[src/hw/rtl/tkn_pkg.sv]
// Shared types and constants for the top-k nearest scan.
// Used by tkn_score, tkn_cell and capped_topk_nearest_scan; depends on nothing.
`timescale 1ns / 1ps

package tkn_pkg;

   localparam int MAX_DIM   = 256;
   localparam int MAX_K     = 32;
   localparam int ELEM_BITS = 16;

   localparam int CMD_BITS       = 2;
   localparam int ID_BITS        = 32;
   localparam int IDX_BITS       = 8;
   localparam int DIM_BITS       = 9;
   localparam int TOP_COUNT_BITS = 6;
   localparam int LIMIT_BITS     = 24;
   localparam int ACC_BITS       = 41;
   localparam int DIST_BITS      = 40;
   localparam int SQ_BITS        = 2 * ELEM_BITS;
   localparam int K_BITS         = $clog2(MAX_K + 1);
   localparam int ADDR_BITS      = $clog2(MAX_DIM);
   localparam int CSR_IDX_BITS   = 2;
   localparam int CSR_DATA_BITS  = 24;

   localparam logic [CMD_BITS-1:0] CMD_QUERY     = 2'd0;
   localparam logic [CMD_BITS-1:0] CMD_CANDIDATE = 2'd1;
   localparam logic [CMD_BITS-1:0] CMD_FINISH    = 2'd2;

   localparam logic [CSR_IDX_BITS-1:0] CSR_TOP_COUNT  = 2'd0;
   localparam logic [CSR_IDX_BITS-1:0] CSR_SCAN_LIMIT = 2'd1;
   localparam logic [CSR_IDX_BITS-1:0] CSR_DIMENSION  = 2'd2;

   localparam logic [TOP_COUNT_BITS-1:0] TOP_COUNT_RESET  = 6'd10;
   localparam logic [LIMIT_BITS-1:0]     SCAN_LIMIT_RESET = 24'hFFFFFF;
   localparam logic [DIM_BITS-1:0]       DIMENSION_RESET  = 9'd128;

   typedef struct packed {
      logic [ID_BITS-1:0]  id;
      logic [ACC_BITS-1:0] distance;
   } entry_type;

   typedef struct packed {
      logic                valid;
      logic                finish;
      logic [ID_BITS-1:0]  id;
      logic [ACC_BITS-1:0] distance;
   } offer_type;

   typedef struct packed {
      logic                insert;
      logic                shift;
      logic [ID_BITS-1:0]  id;
      logic [ACC_BITS-1:0] distance;
   } cell_ctl_type;

   typedef enum logic {
      DRAIN_IDLE,
      DRAIN_RUN
   } drain_state_type;

endpackage

[src/hw/rtl/tkn_cell.sv]
// One cell of the sorted list: holds an entry, inserts or shifts from a neighbour.
// Depends on tkn_pkg; instantiated in a row by capped_topk_nearest_scan.
`timescale 1ns / 1ps

module tkn_cell (
   input  logic                  clock,
   input  tkn_pkg::cell_ctl_type ctl,
   input  logic                  occupied,
   input  logic                  in_range,
   input  logic                  prev_take,
   input  tkn_pkg::entry_type    prev_entry,
   input  tkn_pkg::entry_type    next_entry,
   output logic                  take,
   output tkn_pkg::entry_type    entry
);
   import tkn_pkg::*;

   entry_type entry_ff, entry_in;

   // strict compare: an equal distance stays ahead
   assign take = in_range && (!occupied || (entry_ff.distance > ctl.distance));

   always_comb begin
      entry_in = entry_ff;
      if (ctl.insert && take) begin
         if (prev_take) begin
            entry_in = prev_entry;
         end else begin
            entry_in.id = ctl.id;
            entry_in.distance = ctl.distance;
         end
      end else if (ctl.shift) begin
         entry_in = next_entry;
      end
   end

   always_ff @(posedge clock) begin
      entry_ff <= entry_in;
   end

   assign entry = entry_ff;

endmodule

[config.mk]
export PLATFORM = sky130hd
export DESIGN_NAME = tkn_cell
export DESIGN_NICKNAME = d
export VERILOG_FILES = /design/src/hw/rtl/tkn_pkg.sv /design/src/hw/rtl/tkn_cell.sv
export SDC_FILE = /design/constraint.sdc
export NUM_CORES = 1
export LEC_CHECK = 0
export BUFFER_PORTS_ARGS = -buffer_cell sky130_fd_sc_hd__buf_2
export CAP_MARGIN = 20
export CORE_AREA = 3 3 115 117
export DETAILED_ROUTE_END_ITERATION = 12
export DIE_AREA = 0 0 118 120
export PLACE_DENSITY = 0.87
export SYNTH_ARGS = -nofsm -noshare
export SYNTH_HDL_FRONTEND = slang
export SYNTH_SLANG_ARGS = --single-unit
[constraint.sdc]
create_clock -name clock -period 15 [get_ports clock]
set_input_delay 4.5 -clock clock [delete_from_list [all_inputs] [get_ports clock]]
set_output_delay 4.5 -clock clock [all_outputs]
set_load 0.02 [all_outputs]
==> metrics.txt, run 1 <==
WS Path Type in -> out; initial antenna violation count 0; dpl cells a little under 900; FF-to-FF Start entry[28]$_DFFE_PP_; GRT Util Overall between 10% and 20%; largest net degree at the start of global routing 114; worst skew pair latency roughly 0.33 ns; CTS tree built; die width between 100 and 150 um; # setup viols final 0; Root Driver clkbuf_16; CP startpoint ctl[28]; Netlist Area Pre-Place 0.00517 mm^2; DR pass1 iterations 5; Worst setup endpoint take; share of cells above drive strength 1 approximately 58%; Hold Crit Class reg -> reg; Worst path depth 10; vias 4433; Max transition margin 29.3%; Post-CTS Setup Bufs 0; Util after Layout between 50% and 60%; CP top delay family simple AND/OR/NAND/NOR gates; #FFs+latches synth 73; Synth top area share between 40 and 50%; CP Launch Type input port; Synth warnings 0; worst endpoint required time about 11 ns; Pwr per Cell Area about 90 mW/mm^2; flop2flop setup slack 11.00 ns; Clock transition at path regs 0.06 ns; die area 0.0142 mm^2; vias per std cell approximately 4.9; # resized after CTS 0; ANT cells 0; H-tree depth 3; worst-path cell chain buf_2 -> inv_1 -> ha_1 -> nand4_1 -> nor4_2 -> nand3_1 -> or4_4 -> a41oi_2 -> nand2_1 -> buf_2; syn avg cell area around 12 um^2; post-DR wirelength/cell between 15 and 20 um; worst hold slack ~1.8 ns; FILL cells 1075; CTS Hold Bufs 0; area grow syn2layout 36.3%; Worst Tran Pin Value between 1 and 1.5 ns; fmax slightly below 0.09 GHz; post-layout minimum cycle time around 11 ns; Max Slew Vio Count 0; ys async rst share 0%; row count between 40 and 50; drt initial violations 171; CP arrival ~6.7 ns; Buf/Inv on CP 3; Clock Skew slightly above 0.008 ns; Area contributors post-synth edfxtp_1 (42%), mux2_4 (17%), mux2_2 (10%); Primary FF master, synth edfxtp_1; Post-synth EDFFs 73; RePlAce Congestion ~0.84; HPWL after DPL roughly 11000 um; Largest register FFs 73; Crit-path slowest cell nor4_2; setup TNS 0 ns; final net count just under 1k; final count of hold timing violations 0; total congestion overflow 0; clk buf depth 2; register area share after synthesis between 40% and 50%; area leader, netlist edfxtp_1; Initial Util approximately two fifths; synth unique cells 31; Routed WL ~14000 um; VDD IR max roughly 0.057 mV; R2R cell count 10; largest fanout on the critical path 3; most frequent cells in the layout buf_2 (297), edfxtp_1 (73), mux2_4 (59); Critical R2R Capture entry[0]$_DFFE_PP_; Max Cap Viol 0; DRC violation count after routing 0; Top cell by count, worst path buf_2; TritonCTS buffer count 9; core area about 0.012 mm^2; # IOs roughly 300; Gate Count Post-Synth ~430; vias in the first global route 4487; Post-Layout Cell Count between 900 and 1k; Die Y roughly 120 um; Routed Antenna Nets 0; Port Buffers about 300; syn_nets between 600 and 700; total design power approximately 0.64 mW; P_leak between 3 and 4 nW; status finished clean; unrepaired setup endpoints after global routing false; critical path endpoint category output port; fin crit share approximately 75%; most common cell after layout, fill and taps aside buf_2; first-pass GRT wire length about 22000 um; clock sinks 73; Worst path max stage delay 0.45 ns
[routing by layer]
metal | vias up | wire length, um | track usage [%]
li1 | 2164 | - | -
met1 | 2060 | 5320 | 21.1
met2 | 197 | 7760 | 37.1
met3 | 12 | 1220 | 5.89
met4 | 0 | 195 | 6.67
met5 | - | 0 | 0
[cell usage after synthesis (all sizes together) (3+ instances only)]
cell type	count
nand4	8
mux2	106
edfxtp	73
a21oi	18
clkbuf	9
nand2	51
o211ai	3
nor3	3
nand3	6
buf	12
ha	41
inv	42
nor2	3
o21ai	45
[cell type report]
class / count / area [um^2] / area share, %
multi-input cells: 297 / 2700 / 38.3
flip-flops and latches: 73 / 2190 / 31.1
repair buffers: 301 / 1530 / 21.7
clock buffers: 10 / 229 / 3.25
inverters: 42 / 158 / 2.24
clock inverters: 6 / 25.0 / 0.355
well taps: 172 / 215 / 3.05
[power by group]
group / internal [mW] / switching, mW / leakage (nW) / total (mW)
clock network: 0.109 / 0.0789 / 0.126 / 0.188
registers: 0.253 / 0.00862 / 0.728 / 0.262
logic: 0.0898 / 0.0979 / 2.62 / 0.188
total: 0.452 / 0.185 / 3.47 / 0.637
[worst min-delay path by stage]
stage | start | to | cells after the start
after floorplan | entry[40]$_DFFE_PP_ | entry[0]$_DFFE_PP_ | 7
after global placement | entry[26]$_DFFE_PP_ | entry[67]$_DFFE_PP_ | 7
after detailed placement | entry[25]$_DFFE_PP_ | entry[68]$_DFFE_PP_ | 7
after CTS | entry[25]$_DFFE_PP_ | entry[68]$_DFFE_PP_ | 7
after global routing | entry[25]$_DFFE_PP_ | entry[66]$_DFFE_PP_ | 7
final | entry[26]$_DFFE_PP_ | entry[68]$_DFFE_PP_ | 7
[cell families (layout without fill, tap and decap cells)]
kind of cell               after synthesis  after routing  synth area share (%)
AOI/OAI and AO/OA                       74             74                  8.01
and+or+nand+nor                         76             76                  6.70
muxes                                  106            106                  27.4
DFF                                     73             73                  42.4
buffers and inverters                   63            359                  5.61
adders and majority gates               41             41                  9.92
[through the flow]
step	cell area (um^2)	setup WS (ns)
after detailed placement	6780	3.74
after global routing	7050	3.55
after CTS	7030	3.72
final	7050	3.78
after floorplan	5170	4.32
after global placement	6780	3.78
[worst register-to-register path, cell delays in order, from the launching register on]
cell,delay [ns]
edfxtp_1,0.41
ha_1,0.33
nand4_1,0.14
nor4_2,0.45
nand3_1,0.19
a21oi_1,0.17
o211ai_1,0.16
a21boi_4,0.21
buf_4,0.44
buf_4,0.72
mux2_2,0.51
Note: power is estimated with default switching activity, not from simulation.
==> run 2, diff against run 1 <==
--- a/config.mk
+++ b/config.mk
@@ -7,10 +7,10 @@
 export LEC_CHECK = 0
 export BUFFER_PORTS_ARGS = -buffer_cell sky130_fd_sc_hd__buf_2
 export CAP_MARGIN = 20
-export CORE_AREA = 3 3 115 117
+export CORE_MARGIN = 3
+export CORE_UTILIZATION = 41
 export DETAILED_ROUTE_END_ITERATION = 12
-export DIE_AREA = 0 0 118 120
-export PLACE_DENSITY = 0.87
+export PLACE_DENSITY = 0.89
 export SYNTH_ARGS = -nofsm -noshare
 export SYNTH_HDL_FRONTEND = slang
 export SYNTH_SLANG_ARGS = --single-unit
==> constraint.sdc (replaced) <==
create_clock -name clock -period 9 [get_ports clock]
set_input_delay 2.7 -clock clock [delete_from_list [all_inputs] [get_ports clock]]
set_output_delay 2.7 -clock clock [all_outputs]
set_load 0.02 [all_outputs]
==> run 2 against run 1 <==
Die area is 1.2% lower. Sequential cell count stayed put. Clock skew is 0.00068 ns lower. Total power is 67% higher. First-iteration DRC count is 20% higher. Sequential power is 66% higher. Highest routed layer unchanged. Core utilization is 1.4 points higher. Critical path depth stayed put. Design area hardly changed. Largest cell class unchanged.
==> metrics.txt, run 2 (synthesis gave the netlist of run 1 again) <==
status finished clean; post-DR wirelength/cell between 15 and 20 um; Routed Antenna Nets 0; DRC violation count after routing 0; Max transition margin a little under a third; FILL cells 1073; Critical R2R Capture entry[23]$_DFFE_PP_; Routed WL approximately 15000 um; post-layout minimum cycle time roughly 7.6 ns; Util after Layout slightly below 60%; final net count 990; largest fanout on the critical path 3; Clock Skew between 0.007 and 0.008 ns; sequential cell area between 0.002 and 0.0025 mm^2; # IOs ~300; Root Driver clkbuf_16; CP arrival 4.92 ns; CP Launch Type input port; FF-to-FF Start entry[32]$_DFFE_PP_; critical path endpoint category output port; Worst setup endpoint take; TritonCTS buffer count 9; most common cell after layout, fill and taps aside buf_2; HPWL after DPL 11800 um; min-delay src entry[29]$_DFFE_PP_; # resized after CTS 0; fmax 0.131 GHz; multi-input logic area around 0.0027 mm^2; setup TNS 0 ns; die width around 120 um; GRT Util Overall 20.7%; core area between 0.01 and 0.015 mm^2; Max Cap Viol 0; drt initial violations between 200 and 250; area grow syn2layout 36.4%; Worst Tran Pin Value roughly 1.0 ns; total design power roughly 1.1 mW; share of cells above drive strength 1 about three fifths; Hold Crit Class reg -> reg; design area between 0.007 and 0.008 mm^2; Initial Util 42.5%; flop2flop setup slack between 4 and 5 ns; fin crit share 84.7%; total congestion overflow 0; CTS tree built; ANT cells 0; Post-CTS Setup Bufs 0; Clock transition at path regs roughly 0.060 ns; Max Slew Vio Count 0; RePlAce Congestion about 0.84; Largest register FFs 73; unrepaired setup endpoints after global routing false; Pwr per Cell Area 151 mW/mm^2; most frequent cells in the layout buf_2 (297), edfxtp_1 (73), mux2_4 (59); CP startpoint ctl[28]; P_leak between 3 and 4 nW; Post-DP Area roughly 0.0068 mm^2; VDD IR max around 0.12 mV; WS Path Type in -> out; Die Y 118 um; vias per std cell 4.89; DR pass1 iterations 4; H-tree depth 3; vias about 4.4k; Port Buffers around 300; largest net degree at the start of global routing about 110; vias in the first global route ~4.6k; # setup viols final 0; die area 0.0140 mm^2; worst skew pair latency between 0.3 and 0.4 ns; first-pass GRT wire length roughly 23000 um; initial antenna violation count 0; row count 40; final count of hold timing violations 0; R2R cell count 9; clock sinks 73; CTS Hold Bufs 0; worst endpoint required time approximately 6.3 ns; clk buf depth 2
[run 2: cell types whose count changed in the layout (fill, tap and decap cells not counted), sizes merged]
cell,before,now
clkinvlp,0,1
clkinv,6,4
[run 2: worst min path at each step]
stage               depth (start not counted)  slack (ns)                   to
floorplan                                   7        1.44   entry[0]$_DFFE_PP_
global placement                            6        1.53  entry[69]$_DFFE_PP_
detailed placement                          6        1.53  entry[63]$_DFFE_PP_
CTS                                         6        1.54  entry[63]$_DFFE_PP_
global route                                6        1.62  entry[71]$_DFFE_PP_
finish                                      6        1.54  entry[71]$_DFFE_PP_
[run 2: per-layer routing]
metal  global-route usage (%)  part of all wire [%]  vias to the layer above
li1                         -                     -                     2166
met1                     22.4                    38                     2007
met2                     38.0                    52                      190
met3                     6.17                   8.0                       22
met4                     7.77                   2.0                        0
met5                        0                     0                        -
[run 2: worst max-delay path, stage by stage]
cell	delay, ns
buf_2	0.07
inv_1	0.04
ha_1	0.32
nand4_1	0.15
nor4_2	0.46
nand3_1	0.18
or4_4	0.46
a41oi_2	0.27
nand2_1	0.08
buf_2	0.18
[run 2: report_power, final]
part	internal, mW	total, mW	leakage [nW]	switching [mW]
registers	0.422	0.436	0.728	0.0146
logic	0.150	0.316	2.62	0.166
clock network	0.182	0.312	0.121	0.130
[run 2: area by class of cell]
| cell class | instances | share of cell area [%] |
|---|---|---|
| clock inverters | 5 | 0.337 |
| inverters | 42 | 2.24 |
| flip-flops and latches | 73 | 31.1 |
| repair buffers | 301 | 21.8 |
| well taps | 168 | 2.98 |
| multi-input cells | 297 | 38.3 |
| clock buffers | 10 | 3.25 |
[run 2: per-stage QoR]
step                setup slack, ns  instances  hold WS [ns]
global route                   1.20        896          1.62
global placement               1.38        880          1.53
CTS                            1.31        895          1.54
floorplan                      1.92        433          1.44
finish                         1.38        896          1.54
detailed placement             1.32        880          1.53
